==> src/design/arq_retransmit_controller_unit_macros.svh <==
// ----------------------------------------------------------------------------
// ARQ retransmit controller assertion macros
// Shared concurrent assertion forms for the ARQ controller modules.
// ----------------------------------------------------------------------------
`ifndef ARQ_RETRANSMIT_CONTROLLER_UNIT_MACROS_SVH
`define ARQ_RETRANSMIT_CONTROLLER_UNIT_MACROS_SVH

// Consequent must hold in the same cycle as the antecedent.
`define ARQ_ASSERT_SAME(label, clk, rst_n, ante, cons, msg) \
    label: assert property (@(posedge clk) disable iff (!rst_n) (ante) |-> (cons)) \
        else $error(msg);

// Consequent must hold in the cycle after the antecedent.
`define ARQ_ASSERT_NEXT(label, clk, rst_n, ante, cons, msg) \
    label: assert property (@(posedge clk) disable iff (!rst_n) (ante) |=> (cons)) \
        else $error(msg);

`endif

==> src/design/arq_pkg.sv <==
// ----------------------------------------------------------------------------
// ARQ package
// Types, codes and reset constants shared by the ARQ controller modules.
// ----------------------------------------------------------------------------
package arq_pkg;

    localparam int SLOT_COUNT_DEF = 8;

    localparam logic [15:0] ACK_TIMEOUT_RST      = 16'd500;
    localparam logic [15:0] SLOW_TIMEOUT_RST     = 16'd5000;
    localparam logic [7:0]  FAST_RETRY_LIMIT_RST = 8'd5;
    localparam logic [15:0] POLL_INTERVAL_RST    = 16'd50;
    localparam logic [15:0] NEXT_ID_RST          = 16'd1;
    localparam logic [7:0]  RETRY_MAX            = 8'hFF;

    typedef enum logic [1:0] {
        REQ_ENQUEUE,
        REQ_ACK,
        REQ_DATA,
        REQ_TICK
    } t_req;

    typedef enum logic [1:0] {
        CFG_ACK_TIMEOUT,
        CFG_SLOW_TIMEOUT,
        CFG_FAST_RETRY_LIMIT,
        CFG_POLL_INTERVAL
    } t_cfg_index;

    typedef enum logic [2:0] {
        KIND_QUEUED,
        KIND_FULL,
        KIND_TX_DATA,
        KIND_TX_ACK,
        KIND_DELIVER,
        KIND_ACK_MATCH,
        KIND_ACK_UNMATCH
    } t_kind;

    typedef struct packed {
        t_kind       kind;
        logic [2:0]  slot;
        logic [15:0] id;
        logic [7:0]  retry;
    } t_result;

    typedef struct packed {
        logic push;
        logic flush;
    } t_out_ctrl;

    typedef struct packed {
        logic [15:0] id;
        logic [7:0]  retries;
        logic [31:0] send_time;
    } t_entry;

    typedef enum logic [3:0] {
        S_IDLE,
        S_ENQ,
        S_DATA,
        S_DATA_ACK,
        S_POLL,
        S_SEND,
        S_RD0,
        S_SCAN,
        S_FLUSH
    } t_state;

endpackage

==> src/design/arq_ram.sv <==
// ----------------------------------------------------------------------------
// ARQ slot RAM
// Generic simple dual-port RAM with one write port and a registered read.
// ----------------------------------------------------------------------------
module arq_ram #(
    parameter int WIDTH = 8,
    parameter int DEPTH = 8,
    parameter int AW    = 3
) (
    input  logic             i_clk,
    input  logic             i_we,
    input  logic [AW-1:0]    i_waddr,
    input  logic [WIDTH-1:0] i_wdata,
    input  logic             i_re,
    input  logic [AW-1:0]    i_raddr,
    output logic [WIDTH-1:0] o_rdata
);

    logic [WIDTH-1:0] r_mem [DEPTH];
    logic [WIDTH-1:0] r_rdata;

    always_ff @(posedge i_clk) begin
        if (i_we) begin
            r_mem[i_waddr] <= i_wdata;
        end
        if (i_re) begin
            r_rdata <= r_mem[i_raddr];
        end
    end

    assign o_rdata = r_rdata;

endmodule

==> src/design/arq_out_stage.sv <==
// ----------------------------------------------------------------------------
// ARQ output stage
// Holds each result back by one so that the final beat of an item is marked.
// ----------------------------------------------------------------------------
`include "arq_retransmit_controller_unit_macros.svh"

module arq_out_stage (
    input  logic               i_clk,
    input  logic               i_rst_n,
    input  arq_pkg::t_out_ctrl i_ctrl,
    input  arq_pkg::t_result   i_result,
    output logic               o_strobe,
    output arq_pkg::t_result   o_result,
    output logic               o_last
);

    import arq_pkg::*;

    logic    r_pend_valid;
    t_result r_pend;
    logic    r_strobe;
    t_result r_out;
    logic    r_last;

    always_ff @(posedge i_clk) begin
        if (!i_rst_n) begin
            r_pend_valid <= 1'b0;
            r_strobe     <= 1'b0;
        end else begin
            r_strobe <= (i_ctrl.push || i_ctrl.flush) && r_pend_valid;
            if (i_ctrl.push) begin
                r_pend       <= i_result;
                r_pend_valid <= 1'b1;
                if (r_pend_valid) begin
                    r_out  <= r_pend;
                    r_last <= 1'b0;
                end
            end else if (i_ctrl.flush) begin
                r_pend_valid <= 1'b0;
                if (r_pend_valid) begin
                    r_out  <= r_pend;
                    r_last <= 1'b1;
                end
            end
        end
    end

    assign o_strobe = r_strobe;
    assign o_result = r_out;
    assign o_last   = r_last;

    `ARQ_ASSERT_SAME(a_flush_without_push, i_clk, i_rst_n, i_ctrl.flush, !i_ctrl.push, "Flush with push.")
    `ARQ_ASSERT_NEXT(a_push_holds_pending, i_clk, i_rst_n, i_ctrl.push, r_pend_valid, "Push lost.")
    `ARQ_ASSERT_NEXT(a_flush_drains, i_clk, i_rst_n, i_ctrl.flush, !r_pend_valid, "Flush kept beat.")

endmodule

==> src/design/arq_retransmit_controller_unit.sv <==
// ----------------------------------------------------------------------------
// ARQ retransmit controller
// Sending side of an acknowledged link: slot table, ack matching, duplicate
// filtering of received data and timed first sends and retransmissions.
// ----------------------------------------------------------------------------
// One slot table memory read per cycle.
// A result beat is held until the next beat of its item is made or the item
// ends, so the final beat shows in the first cycle in which busy is low.
// A new item is taken in any cycle in which busy is low.
// Synchronous active-low reset clears slot flags and reloads ids and registers.
`include "arq_retransmit_controller_unit_macros.svh"

module arq_retransmit_controller_unit #(
    parameter int SLOT_COUNT = arq_pkg::SLOT_COUNT_DEF
) (
    input  logic        i_clk,
    input  logic        i_rst_n,
    input  logic        start,
    output logic        busy,
    input  logic [1:0]  i_req_type,
    input  logic [15:0] i_packet_id,
    input  logic [31:0] i_now_time,
    input  logic        i_cfg_we,
    input  logic [1:0]  i_cfg_index,
    input  logic [15:0] i_cfg_data,
    output logic        o_result_strobe,
    output logic [2:0]  o_result_kind,
    output logic [2:0]  o_slot_index,
    output logic [15:0] o_result_id,
    output logic [7:0]  o_retry_count,
    output logic        o_last_result
);

    import arq_pkg::*;

    localparam int SW = (SLOT_COUNT > 1) ? $clog2(SLOT_COUNT) : 1;
    localparam logic [SW-1:0] LAST_SLOT = SW'(SLOT_COUNT - 1);

    function automatic logic [2:0] slot_code(input logic [SW-1:0] s);
        logic [SW+2:0] w;
        w = {3'b000, s};
        return w[2:0];
    endfunction

    t_state r_state, n_state;

    logic [15:0] r_ack_timeout;
    logic [15:0] r_slow_timeout;
    logic [7:0]  r_fast_retry_limit;
    logic [15:0] r_poll_interval;

    logic [SLOT_COUNT-1:0] r_used;
    logic [SLOT_COUNT-1:0] r_sent;
    logic [15:0] r_next_id;
    logic [15:0] r_last_rx;
    logic [31:0] r_last_poll;

    t_req        r_req;
    logic [15:0] r_pid;
    logic [31:0] r_now;
    logic [SW-1:0] r_idx;
    logic [SW-1:0] r_send_slot;

    logic          free_found, used_found;
    logic [SW-1:0] free_slot, used_slot;

    logic          ram_we, ram_re;
    logic [SW-1:0] ram_waddr, ram_raddr;
    t_entry        ram_wdata, ent;

    t_out_ctrl out_ctrl;
    t_result   out_res, stage_res;

    logic [31:0] elapsed;
    logic [15:0] limit;
    logic [7:0]  retry_inc;
    logic        expired, match, poll_due, send_first, data_new, scan_end;

    always_comb begin
        free_found = 1'b0;
        free_slot  = '0;
        used_found = 1'b0;
        used_slot  = '0;
        for (int i = SLOT_COUNT - 1; i >= 0; i--) begin
            if (!r_used[i]) begin
                free_found = 1'b1;
                free_slot  = SW'(i);
            end
            if (r_used[i]) begin
                used_found = 1'b1;
                used_slot  = SW'(i);
            end
        end
    end

    assign elapsed    = r_now - ent.send_time;
    assign limit      = (ent.retries < r_fast_retry_limit) ? r_ack_timeout : r_slow_timeout;
    assign retry_inc  = (ent.retries == RETRY_MAX) ? ent.retries : ent.retries + 8'd1;
    assign expired    = r_used[r_idx] && r_sent[r_idx] && (elapsed >= {16'd0, limit});
    assign match      = r_used[r_idx] && (ent.id == r_pid);
    assign poll_due   = (r_now - r_last_poll) > {16'd0, r_poll_interval};
    assign send_first = poll_due && used_found && !r_sent[used_slot];
    assign data_new   = r_pid != r_last_rx;
    assign scan_end   = (r_idx == LAST_SLOT) || ((r_req == REQ_ACK) && match);

    always_comb begin
        n_state = r_state;
        case (r_state)
            S_IDLE: begin
                if (start) begin
                    case (t_req'(i_req_type))
                        REQ_ENQUEUE: n_state = S_ENQ;
                        REQ_ACK:     n_state = S_RD0;
                        REQ_DATA:    n_state = S_DATA;
                        REQ_TICK:    n_state = S_POLL;
                        default:     n_state = S_IDLE;
                    endcase
                end
            end
            S_ENQ:      n_state = S_FLUSH;
            S_DATA:     n_state = data_new ? S_DATA_ACK : S_FLUSH;
            S_DATA_ACK: n_state = S_FLUSH;
            S_POLL:     n_state = send_first ? S_SEND : S_RD0;
            S_SEND:     n_state = S_RD0;
            S_RD0:      n_state = S_SCAN;
            S_SCAN:     n_state = scan_end ? S_FLUSH : S_SCAN;
            S_FLUSH:    n_state = S_IDLE;
            default:    n_state = S_IDLE;
        endcase
    end

    always_comb begin
        ram_we    = 1'b0;
        ram_waddr = '0;
        ram_wdata = '{id: ent.id, retries: ent.retries, send_time: r_now};
        ram_re    = 1'b0;
        ram_raddr = '0;
        out_ctrl  = '{push: 1'b0, flush: 1'b0};
        out_res   = '{kind: KIND_QUEUED, slot: 3'd0, id: 16'd0, retry: 8'd0};
        case (r_state)
            S_ENQ: begin
                out_ctrl.push = 1'b1;
                if (free_found) begin
                    ram_we    = 1'b1;
                    ram_waddr = free_slot;
                    ram_wdata = '{id: r_next_id, retries: 8'd0, send_time: 32'd0};
                    out_res   = '{kind: KIND_QUEUED, slot: slot_code(free_slot),
                                  id: r_next_id, retry: 8'd0};
                end else begin
                    out_res.kind = KIND_FULL;
                end
            end
            S_DATA: begin
                out_ctrl.push = 1'b1;
                out_res.kind  = data_new ? KIND_DELIVER : KIND_TX_ACK;
                out_res.id    = r_pid;
            end
            S_DATA_ACK: begin
                out_ctrl.push = 1'b1;
                out_res.kind  = KIND_TX_ACK;
                out_res.id    = r_pid;
            end
            S_POLL: begin
                ram_re    = send_first;
                ram_raddr = used_slot;
            end
            S_SEND: begin
                ram_we        = 1'b1;
                ram_waddr     = r_send_slot;
                out_ctrl.push = 1'b1;
                out_res       = '{kind: KIND_TX_DATA, slot: slot_code(r_send_slot),
                                  id: ent.id, retry: ent.retries};
            end
            S_RD0: begin
                ram_re = 1'b1;
            end
            S_SCAN: begin
                if (!scan_end) begin
                    ram_re    = 1'b1;
                    ram_raddr = r_idx + SW'(1);
                end
                if (r_req == REQ_ACK) begin
                    if (match) begin
                        out_ctrl.push = 1'b1;
                        out_res = '{kind: KIND_ACK_MATCH, slot: slot_code(r_idx),
                                    id: r_pid, retry: 8'd0};
                    end else if (scan_end) begin
                        out_ctrl.push = 1'b1;
                        out_res = '{kind: KIND_ACK_UNMATCH, slot: 3'd0,
                                    id: r_pid, retry: 8'd0};
                    end
                end else if (expired) begin
                    ram_we        = 1'b1;
                    ram_waddr     = r_idx;
                    ram_wdata     = '{id: ent.id, retries: retry_inc, send_time: r_now};
                    out_ctrl.push = 1'b1;
                    out_res       = '{kind: KIND_TX_DATA, slot: slot_code(r_idx),
                                      id: ent.id, retry: retry_inc};
                end
            end
            S_FLUSH: begin
                out_ctrl.flush = 1'b1;
            end
            default: begin
            end
        endcase
    end

    always_ff @(posedge i_clk) begin
        if (!i_rst_n) begin
            r_state            <= S_IDLE;
            r_ack_timeout      <= ACK_TIMEOUT_RST;
            r_slow_timeout     <= SLOW_TIMEOUT_RST;
            r_fast_retry_limit <= FAST_RETRY_LIMIT_RST;
            r_poll_interval    <= POLL_INTERVAL_RST;
            r_used             <= '0;
            r_sent             <= '0;
            r_next_id          <= NEXT_ID_RST;
            r_last_rx          <= 16'd0;
            r_last_poll        <= 32'd0;
        end else begin
            r_state <= n_state;
            if (i_cfg_we) begin
                case (t_cfg_index'(i_cfg_index))
                    CFG_ACK_TIMEOUT:      r_ack_timeout      <= i_cfg_data;
                    CFG_SLOW_TIMEOUT:     r_slow_timeout     <= i_cfg_data;
                    CFG_FAST_RETRY_LIMIT: r_fast_retry_limit <= i_cfg_data[7:0];
                    CFG_POLL_INTERVAL:    r_poll_interval    <= i_cfg_data;
                    default: begin
                    end
                endcase
            end
            case (r_state)
                S_ENQ: begin
                    if (free_found) begin
                        r_used[free_slot] <= 1'b1;
                        r_sent[free_slot] <= 1'b0;
                        r_next_id         <= r_next_id + 16'd1;
                    end
                end
                S_DATA: begin
                    if (data_new) begin
                        r_last_rx <= r_pid;
                    end
                end
                S_POLL: begin
                    if (poll_due) begin
                        r_last_poll <= r_now;
                    end
                end
                S_SEND: begin
                    r_sent[r_send_slot] <= 1'b1;
                end
                S_SCAN: begin
                    if ((r_req == REQ_ACK) && match) begin
                        r_used[r_idx] <= 1'b0;
                        r_sent[r_idx] <= 1'b0;
                    end
                end
                default: begin
                end
            endcase
        end
    end

    always_ff @(posedge i_clk) begin
        if ((r_state == S_IDLE) && start) begin
            r_req <= t_req'(i_req_type);
            r_pid <= i_packet_id;
            r_now <= i_now_time;
        end
        if (r_state == S_POLL) begin
            r_send_slot <= used_slot;
        end
        if (r_state == S_RD0) begin
            r_idx <= '0;
        end else if (r_state == S_SCAN) begin
            r_idx <= r_idx + SW'(1);
        end
    end

    arq_ram #(
        .WIDTH($bits(t_entry)),
        .DEPTH(SLOT_COUNT),
        .AW   (SW)
    ) u_slot_ram (
        .i_clk  (i_clk),
        .i_we   (ram_we),
        .i_waddr(ram_waddr),
        .i_wdata(ram_wdata),
        .i_re   (ram_re),
        .i_raddr(ram_raddr),
        .o_rdata(ent)
    );

    arq_out_stage u_out_stage (
        .i_clk   (i_clk),
        .i_rst_n (i_rst_n),
        .i_ctrl  (out_ctrl),
        .i_result(out_res),
        .o_strobe(o_result_strobe),
        .o_result(stage_res),
        .o_last  (o_last_result)
    );

    assign busy          = (r_state != S_IDLE);
    assign o_result_kind = stage_res.kind;
    assign o_slot_index  = stage_res.slot;
    assign o_result_id   = stage_res.id;
    assign o_retry_count = stage_res.retry;

    `ARQ_ASSERT_NEXT(a_accept_sets_busy, i_clk, i_rst_n, start && !busy, busy, "Not busy.")
    `ARQ_ASSERT_SAME(a_ram_no_clash, i_clk, i_rst_n, ram_we && ram_re, ram_waddr != ram_raddr, "Clash.")
    `ARQ_ASSERT_SAME(a_nonfinal_while_busy, i_clk, i_rst_n, o_result_strobe && !o_last_result, busy, "Late.")

endmodule

==> config.mk <==
export PLATFORM = sky130hd
export DESIGN_NAME = arq_retransmit_controller_unit
export DESIGN_NICKNAME = d
export VERILOG_FILES = /design/src/design/arq_pkg.sv /design/src/design/arq_ram.sv /design/src/design/arq_out_stage.sv /design/src/design/arq_retransmit_controller_unit.sv
export VERILOG_INCLUDE_DIRS = /design/src /design/src/design
export SDC_FILE = /design/constraint.sdc
export NUM_CORES = 1
export LEC_CHECK = 0
export ABC_AREA = 0
export BUFFER_PORTS_ARGS = -buffer_cell sky130_fd_sc_hd__clkbuf_2
export CAP_MARGIN = 30
export CORE_ASPECT_RATIO = 0.5
export CORE_MARGIN = 10
export CORE_UTILIZATION = 33
export CTS_CLUSTER_SIZE = 28
export DETAILED_ROUTE_END_ITERATION = 12
export PLACE_DENSITY = 0.5
export SLEW_MARGIN = 20
export SYNTH_ARGS = -nofsm -noshare
export SYNTH_HDL_FRONTEND = slang
export SYNTH_SLANG_ARGS = --single-unit
==> constraint.sdc <==
create_clock -name i_clk -period 18.1 [get_ports i_clk]
set_clock_uncertainty 0.05 [all_clocks]
set_input_delay 0.905 -clock i_clk [delete_from_list [all_inputs] [get_ports i_clk]]
set_output_delay 0.905 -clock i_clk [all_outputs]
set_load 0.01 [all_outputs]
==> Implementation_results.wiki, run 1 <==
{| class="wikitable"
! Metric !! Value
|-
| Result of the run || complete, no violations
|-
| Top cells by area in the synthesized netlist || sky130_fd_sc_hd__edfxtp_1 (52%), sky130_fd_sc_hd__dfxtp_1 (8.2%), sky130_fd_sc_hd__nand2_1 (5.3%)
|-
| Per-instance average area after synthesis || 11.53 sq um
|-
| Yosys synthesis warning count || 0
|-
| Floorplan die area || 0.1220 sq mm
|-
| Die X-Extent || 484 um
|-
| Synth Cell Area || 0.03552 sq mm
|-
| CP Launch Point || u_slot_ram.o_rdata[33]$_DFFE_PP_
|-
| Clock input transition at the sequential cells of the worst setup and hold paths || 0.07 ns
|-
| IR drop worst, VDD || 67.79 uV
|-
| Pre-Repair DR Iteration Count || 7
|-
| Post-synthesis sequential element count || 763
|-
| Register-to-register setup slack || 11.45 ns
|-
| Reg2Reg Depth || 26
|-
| Worst Setup Path Type || reg2reg
|-
| Die H || 252 um
|-
| Hold path start || u_out_stage.r_pend[5]$_DFFE_PP_
|-
| Total power density per cell area || 134.0 mW/mm^2
|-
| Setup tns final || 0 ns
|-
| Most repeated library cell on the critical path || sky130_fd_sc_hd__o21ai_0
|-
| Total number of clock tree sinks || 763
|-
| Post-CTS repair timing setup buffer count || 0
|-
| Share of the synthesized area in the top cell type || 0.5224
|-
| Routability congestion estimate || 0.8806
|-
| Hold bufs inserted after CTS || 0
|-
| Total wirelength of the detailed-routed design || 102900 um
|-
| Fraction of the mapped netlist area in compound gates || 0.1511
|-
| Shortest clock period the worst path allows after layout || 6.653 ns
|-
| Number of placement rows || 84
|-
| Post-route clock period utilization || 0.3676
|-
| Proportion of synthesized area in mux cells || 0.01518
|-
| Initial drt markers || 2361
|-
| Estimated wirelength of the detail-placed design || 67890 um
|-
| Initial cell density of the core || 0.3353
|-
| Total inserted antenna cells || 0
|-
| Number of CTS-inserted buffers || 79
|-
| Final number of max-transition violations || 0
|-
| Pin count of the biggest net entering global routing || 224
|-
| Largest fanout on the critical path || 34
|-
| Cts repair resizes || 0
|-
| Top cells by count, synth || sky130_fd_sc_hd__edfxtp_1 (618), sky130_fd_sc_hd__nand2_1 (498), sky130_fd_sc_hd__dfxtp_1 (145)
|-
| Synth Area in Simple Gates || 0.1394
|-
| Critical-path top delay cell || sky130_fd_sc_hd__nor3_2
|-
| Via count of the first global-routing pass || 23080
|-
| Delay-heaviest family, CP || compound AO/OA/AOI/OAI gates
|-
| Most common cell in the synthesized netlist || sky130_fd_sc_hd__edfxtp_1
|-
| Transition time of the tightest slew-check pin || 0.9736 ns
|-
| Synthesized net count || 3262
|-
| Number of cells on the worst hold path || 0
|-
| End point of the most critical hold path || u_out_stage.o_result[5]$_DFFE_PP_
|-
| Unrepaired setup endpoints after global routing || no
|-
| TritonCTS clock tree || yes
|-
| Total congestion overflow || 0
|-
| Main combinational cell family by area after synthesis || compound AO/OA/AOI/OAI gates
|-
| Post-synth cell types || 87
|-
| Count of input and output buffers || 104
|-
| Number of max-capacitance violations reported || 0
|-
| Post-Synth Adder-Cell Area || 0.03917
|-
| GRT Util Overall || 0.1626
|-
| HP Class || reg2reg
|-
| Critical Path Start Type || flip-flop
|-
| Top_reg_cell synth || sky130_fd_sc_hd__edfxtp_1
|-
| FF-to-FF Start || u_slot_ram.o_rdata[33]$_DFFE_PP_
|-
| Root Buffer Master || sky130_fd_sc_hd__clkbuf_16
|-
| Setup-violating endpoint count in the final report || 0
|-
| First-pass GRT wire length || 153400 um
|-
| Number of enable flip-flop cells after synthesis || 618
|-
| Worst Path Required || 18.43 ns
|-
| Arrival time of data at the critical path endpoint || 6.99 ns
|-
| Reg2reg end || u_slot_ram.r_mem[6][13]$_DFFE_PP_
|-
| Xor/xnor share of the synthesized area || 0.02120
|-
| Synth Instances || 3080
|-
| Post-layout net count || 3329
|-
| Largest buffer count on any clock path || 3
|-
| Final hold violations || 0
|-
| Core footprint || 0.1059 sq mm
|-
| Routed vias || 24650
|-
| Routed via count divided by cell count || 5.322
|-
| Worst hold slack across all endpoints || 0.3450 ns
|-
| Worst skew pair latency || 0.68 ns
|-
| Worst-case headroom to the max-slew limit || 0.3510
|-
| Maximum clock frequency || 0.1503 GHz
|-
| Number of H-tree levels || 3
|-
| Max stage delay on crit path || 0.51 ns
|-
| Yosys top cell by area || sky130_fd_sc_hd__edfxtp_1
|-
| I/O pins || 105
|-
| Total leakage power || 14.03 nW
|-
| DRC violations left || 0
|-
| Post-route ant nets || 0
|-
| Synth-to-layout area growth || 13.99%
|-
| Fraction of final layout cells sized beyond drive strength 1 || 0.1030
|-
| Antenna violations before repair || 13
|-
| Portion of the post-synthesis area used by sequential elements || 0.6041
|-
| Routed WL per cell || 22.22 um
|-
| Worst path buffer plus inverter count || 3
|-
| Ys async rst share || 0
|-
| Critical Path End Type || flip-flop
|}
-- kinds of logic (layout without fill, tap and decap cells) --
group / after synthesis / after routing
XOR/XNOR: 86 / 86
buffers and inverters: 275 / 408
adder cells (fa/ha/maj): 110 / 110
AO/OA/AOI/OAI: 769 / 769
flip-flops: 763 / 763
AND/OR/NAND/NOR: 1031 / 1031
multiplexers: 46 / 46
-- metrics by stage --
step	utilization	std cells	instance area, sq um	setup WS, ns	power [mW]
floorplan	-	3080	35520	6.499	3.278
finish	0.3822	4632	40500	11.45	5.426
global route	0.3822	4632	40500	10.91	5.713
detailed placement	0.3556	4474	37680	11.36	3.774
CTS	0.3806	4621	40320	11.32	5.455
global placement	0.3543	4468	37540	11.40	3.754
-- power by group --
| part | switching [mW] | internal, mW |
|---|---|---|
| logic | 0.918 | 0.488 |
| clock network | 0.735 | 0.932 |
| registers | 0.157 | 2.20 |
-- final cells by class --
| cell class | instances | area, sq um |
|---|---|---|
| fillers | 10270 | 65450 |
| flip-flops and latches | 763 | 21460 |
| multi-input cells | 2042 | 13130 |
| clock buffers | 92 | 2100 |
| well taps | 1419 | 1775 |
| repair buffers | 151 | 1076 |
| clock inverters | 55 | 540.5 |
| inverters | 110 | 412.9 |
-- worst max-delay path by stage --
stage,end,slack (ns),cells after the start
after floorplan,u_slot_ram.r_mem[2][0]$_DFFE_PP_,6.50,24
after detailed placement,u_slot_ram.r_mem[5][22]$_DFFE_PP_,11.36,25
after global routing,u_slot_ram.r_mem[1][30]$_DFFE_PP_,10.91,25
after global placement,u_slot_ram.r_mem[0][19]$_DFFE_PP_,11.40,25
after CTS,u_slot_ram.r_mem[5][15]$_DFFE_PP_,11.32,25
final,u_slot_ram.r_mem[6][13]$_DFFE_PP_,11.45,26
-- sequential cells by signal, summed over array words and instances, names as in the netlist, 30 cells and up --
name / flops
r_last_poll: 32
r_now: 32
u_out_stage.o_result: 30
u_out_stage.r_pend: 30
u_slot_ram.o_rdata: 56
u_slot_ram.r_mem: 448
-- routing by layer --
metal | vias to the layer above | GRT usage | share of wire
met2 | 790 | 0.2261 | 0.40
met3 | 115 | 0.03637 | 0.073
met1 | 12170 | 0.2531 | 0.51
li1 | 11570 | - | -
met4 | 2 | 0.03426 | 0.017
met5 | - | 0 | 0.00013
-- cell usage in the layout, fill, tap and decap left out, types with 59 or more instances in the layout --
cell	instances
sky130_fd_sc_hd__ha_1	108
sky130_fd_sc_hd__edfxtp_1	618
sky130_fd_sc_hd__nand3_1	84
sky130_fd_sc_hd__and2_0	59
sky130_fd_sc_hd__a211oi_1	122
sky130_fd_sc_hd__clkbuf_2	104
sky130_fd_sc_hd__o21ai_0	111
sky130_fd_sc_hd__a311oi_1	61
sky130_fd_sc_hd__a31oi_1	66
sky130_fd_sc_hd__nor2_1	79
sky130_fd_sc_hd__dfxtp_1	145
sky130_fd_sc_hd__and2_1	92
sky130_fd_sc_hd__a21o_1	105
sky130_fd_sc_hd__nand2_1	497
sky130_fd_sc_hd__a21oi_1	109
sky130_fd_sc_hd__clkbuf_16	82
sky130_fd_sc_hd__inv_1	110
No activity file was read; power rests on OpenSTA's default activity.
==> inputs of run 2 (changes only) <==
==> constraint.sdc (replaced) <==
create_clock -name i_clk -period 6.6 [get_ports i_clk]
set_clock_uncertainty 0.05 [all_clocks]
set_input_delay 0.33 -clock i_clk [delete_from_list [all_inputs] [get_ports i_clk]]
set_output_delay 0.33 -clock i_clk [all_outputs]
set_load 0.01 [all_outputs]
==> run 2 against run 1 <==
Compared with the run above: register-to-register slack got worse by 11 ns; worst hold slack got worse by 0.27 ns; die area is the same; sequential share of layout area fell by 1.1 points; sequential cell count is the same; via count increased by 1.5%; fmax grew 7.6%; core utilization up 0.84 points.
==> Implementation_results.wiki, run 2 (same netlist as run 1, synthesis figures left out) <==
{| class="wikitable"
! Metric !! Value
|-
| Largest reg by FF count || u_slot_ram.r_mem (unchanged)
|-
| Worst Path Required || 6.89 ns (was 18.43 ns)
|-
| Placed cell count || 4512 (was 4474)
|-
| GRT Util Overall || 0.1638 (was 0.1626)
|-
| Delay-heaviest family, CP || compound AO/OA/AOI/OAI gates (unchanged)
|-
| IR drop worst, VDD || 178.6 uV (was 67.79 uV)
|-
| Total power density per cell area || 359.1 mW/mm^2 (was 134.0 mW/mm^2)
|-
| Worst-case headroom to the max-slew limit || 0.2943 (was 0.3510)
|-
| Instance area after placement || 0.03819 sq mm (was 0.03768 sq mm)
|-
| Worst path buffer plus inverter count || 5 (was 3)
|-
| Total leakage power || 14.41 nW (was 14.03 nW)
|-
| Fin cells || 4722 (was 4632)
|-
| Max stage delay on crit path || 0.39 ns (was 0.51 ns)
|-
| Maximum clock frequency || 0.1618 GHz (was 0.1503 GHz)
|-
| Stages on the worst setup path || 27 (was 26)
|-
| Initial drt markers || 2488 (was 2361)
|-
| Number of max-capacitance violations reported || 0 (unchanged)
|-
| Pin count of the biggest net entering global routing || 145 (was 224)
|-
| Largest buffer count on any clock path || 3 (unchanged)
|-
| Number of flip-flops in the largest register || 448 (unchanged)
|-
| Core footprint || 0.1059 sq mm (unchanged)
|-
| Number of H-tree levels || 3 (unchanged)
|-
| First-pass GRT wire length || 154600 um (was 153400 um)
|-
| Arrival time of data at the critical path endpoint || 6.47 ns (was 6.99 ns)
|-
| Worst Setup Path Type || reg2reg (unchanged)
|-
| Hold path start || i_rst_n (was u_out_stage.r_pend[5]$_DFFE_PP_)
|-
| TritonCTS clock tree || yes (unchanged)
|-
| Area of combinational cells with multiple inputs || 0.01318 sq mm (was 0.01313 sq mm)
|-
| Initial cell density of the core || 0.3353 (unchanged)
|-
| Routability congestion estimate || 0.8881 (was 0.8806)
|-
| Transition time of the tightest slew-check pin || 1.056 ns (was 0.9736 ns)
|-
| Estimated wirelength of the detail-placed design || 70040 um (was 67890 um)
|-
| Synth-to-layout area growth || 16.49% (was 13.99%)
|-
| Worst skew pair latency || 0.68 ns (about the same)
|-
| Floorplan die area || 0.1220 sq mm (unchanged)
|-
| Routed WL per cell || 21.91 um (was 22.22 um)
|-
| Post-route clock period utilization || 0.9365 (was 0.3676)
|-
| HP Class || in2reg (was reg2reg)
|-
| Result of the run || complete, no violations (unchanged)
|-
| Commonest cells after routing, fill and taps aside || sky130_fd_sc_hd__edfxtp_1 (618), sky130_fd_sc_hd__nand2_1 (497), sky130_fd_sc_hd__dfxtp_1 (145), sky130_fd_sc_hd__a211oi_1 (122), sky130_fd_sc_hd__inv_1 (110) (was sky130_fd_sc_hd__edfxtp_1 (618), sky130_fd_sc_hd__nand2_1 (497), sky130_fd_sc_hd__dfxtp_1 (145), sky130_fd_sc_hd__a211oi_1 (122), sky130_fd_sc_hd__o21ai_0 (111))
|-
| Critical Path End Type || flip-flop (unchanged)
|-
| Total power consumption of the routed design || 14.86 mW (was 5.426 mW)
|-
| Root Buffer Master || sky130_fd_sc_hd__clkbuf_16 (unchanged)
|-
| Unrepaired setup endpoints after global routing || no (unchanged)
|-
| Setup tns final || 0 ns (unchanged)
|-
| Number of CTS-inserted buffers || 76 (was 79)
|-
| FF-to-FF Start || u_slot_ram.o_rdata[33]$_DFFE_PP_ (unchanged)
|-
| Fraction of final layout cells sized beyond drive strength 1 || 0.1064 (was 0.1030)
|-
| Fin area || 0.04138 sq mm (was 0.04050 sq mm)
|-
| Antenna violations before repair || 4 (was 13)
|-
| Clock input transition at the sequential cells of the worst setup and hold paths || 0.06 ns (was 0.07 ns)
|-
| Setup-violating endpoint count in the final report || 0 (unchanged)
|-
| Number of placement rows || 84 (unchanged)
|-
| Post-Route Utilization || 0.3906 (was 0.3822)
|-
| Number of cells on the worst hold path || 2 (was 0)
|-
| Register-to-register setup slack || 0.42 ns (was 11.45 ns)
|-
| Total congestion overflow || 0 (unchanged)
|-
| Count of input and output buffers || 104 (unchanged)
|-
| Via count of the first global-routing pass || 23540 (was 23080)
|-
| Post-layout net count || 3426 (was 3329)
|-
| Final number of max-transition violations || 0 (unchanged)
|-
| Most frequent standard cell in the layout excluding fill and tap cells || sky130_fd_sc_hd__edfxtp_1 (unchanged)
|-
| Layout fillers || 10150 (was 10270)
|-
| Routed vias || 25020 (was 24650)
|-
| Most repeated library cell on the critical path || sky130_fd_sc_hd__buf_4 (was sky130_fd_sc_hd__o21ai_0)
|-
| End point of the most critical hold path || r_ack_timeout[2]$_SDFFE_PN1P_ (was u_out_stage.o_result[5]$_DFFE_PP_)
|-
| Shortest clock period the worst path allows after layout || 6.181 ns (was 6.653 ns)
|-
| Total wirelength of the detailed-routed design || 103500 um (was 102900 um)
|-
| Die H || 252 um (unchanged)
|-
| Combined flip-flop and latch cell area || 0.02146 sq mm (unchanged)
|-
| Die X-Extent || 484 um (unchanged)
|-
| Critical Path Start Type || flip-flop (unchanged)
|-
| Pre-Repair DR Iteration Count || 6 (was 7)
|-
| Critical-path top delay cell || sky130_fd_sc_hd__edfxtp_1 (was sky130_fd_sc_hd__nor3_2)
|-
| Dpl ws || 0.3909 ns (was 11.36 ns)
|-
| Worst hold slack across all endpoints || 0.07042 ns (was 0.3450 ns)
|-
| Routed via count divided by cell count || 5.299 (was 5.322)
|-
| Total number of clock tree sinks || 763 (unchanged)
|-
| DRC violations left || 0 (unchanged)
|-
| Final hold violations || 0 (unchanged)
|-
| Largest fanout on the critical path || 28 (was 34)
|-
| Reg2Reg Depth || 27 (was 26)
|-
| I/O pins || 105 (unchanged)
|-
| Worst Slack Setup Final || 0.4188 ns (was 11.45 ns)
|-
| Reg2reg end || u_slot_ram.r_mem[2][3]$_DFFE_PP_ (was u_slot_ram.r_mem[6][13]$_DFFE_PP_)
|-
| Post-route ant nets || 0 (unchanged)
|}
-- run 2: how the worst max path moves through the flow --
stage / startpoint / end
floorplan: u_slot_ram.o_rdata[33]$_DFFE_PP_ / u_slot_ram.r_mem[2][0]$_DFFE_PP_
global placement: u_slot_ram.o_rdata[33]$_DFFE_PP_ / u_slot_ram.r_mem[6][26]$_DFFE_PP_
detailed placement: u_slot_ram.o_rdata[33]$_DFFE_PP_ / u_slot_ram.r_mem[5][39]$_DFFE_PP_
CTS: u_slot_ram.o_rdata[33]$_DFFE_PP_ / u_slot_ram.r_mem[5][0]$_DFFE_PP_
global route: u_slot_ram.o_rdata[33]$_DFFE_PP_ / u_slot_ram.r_mem[2][13]$_DFFE_PP_
finish: u_slot_ram.o_rdata[33]$_DFFE_PP_ / u_slot_ram.r_mem[2][3]$_DFFE_PP_
-- run 2: worst register-to-register path, delay by kind of cell (launching register included) --
kind | cells | cell delay, ns
buf+inv | 5 | 1.05
mux | 1 | 0.26
simple gates | 8 | 1.63
flops | 1 | 0.39
fa+ha+maj | 2 | 0.58
compound gates | 11 | 1.88
-- run 2: timing repair --
action,4_1_cts,5_1_grt
gates resized for setup,0,3
hold buffers,66,0
endpoints found under the setup margin,0,142
hold endpoints to repair,105,0
setup buffers,0,5
-- run 2: routing by layer --
metal  track usage  up-vias  routed length [um]
met5      0.001958        -                  38
met4       0.03212        4                1829
met3       0.04295      116                7887
met2        0.2220      762               40420
met1        0.2565    12370               53300
li1              -    11770                   -
-- run 2: final cells by class --
type                            instances  share of cell area
Clock inverter                         43             0.01122
Tap cell                             1419             0.04290
Timing Repair Buffer                  251             0.05067
Antenna cell                            3           0.0001814
Sequential cell                       763              0.5186
Clock buffer                           91             0.04804
Multi-Input combinational cell       2042              0.3184
Inverter                              110            0.009977
-- run 2: power breakdown --
group          switching [mW]  internal (mW)
clock                    1.94           2.41
combinational            2.71           1.44
sequential              0.336           6.02
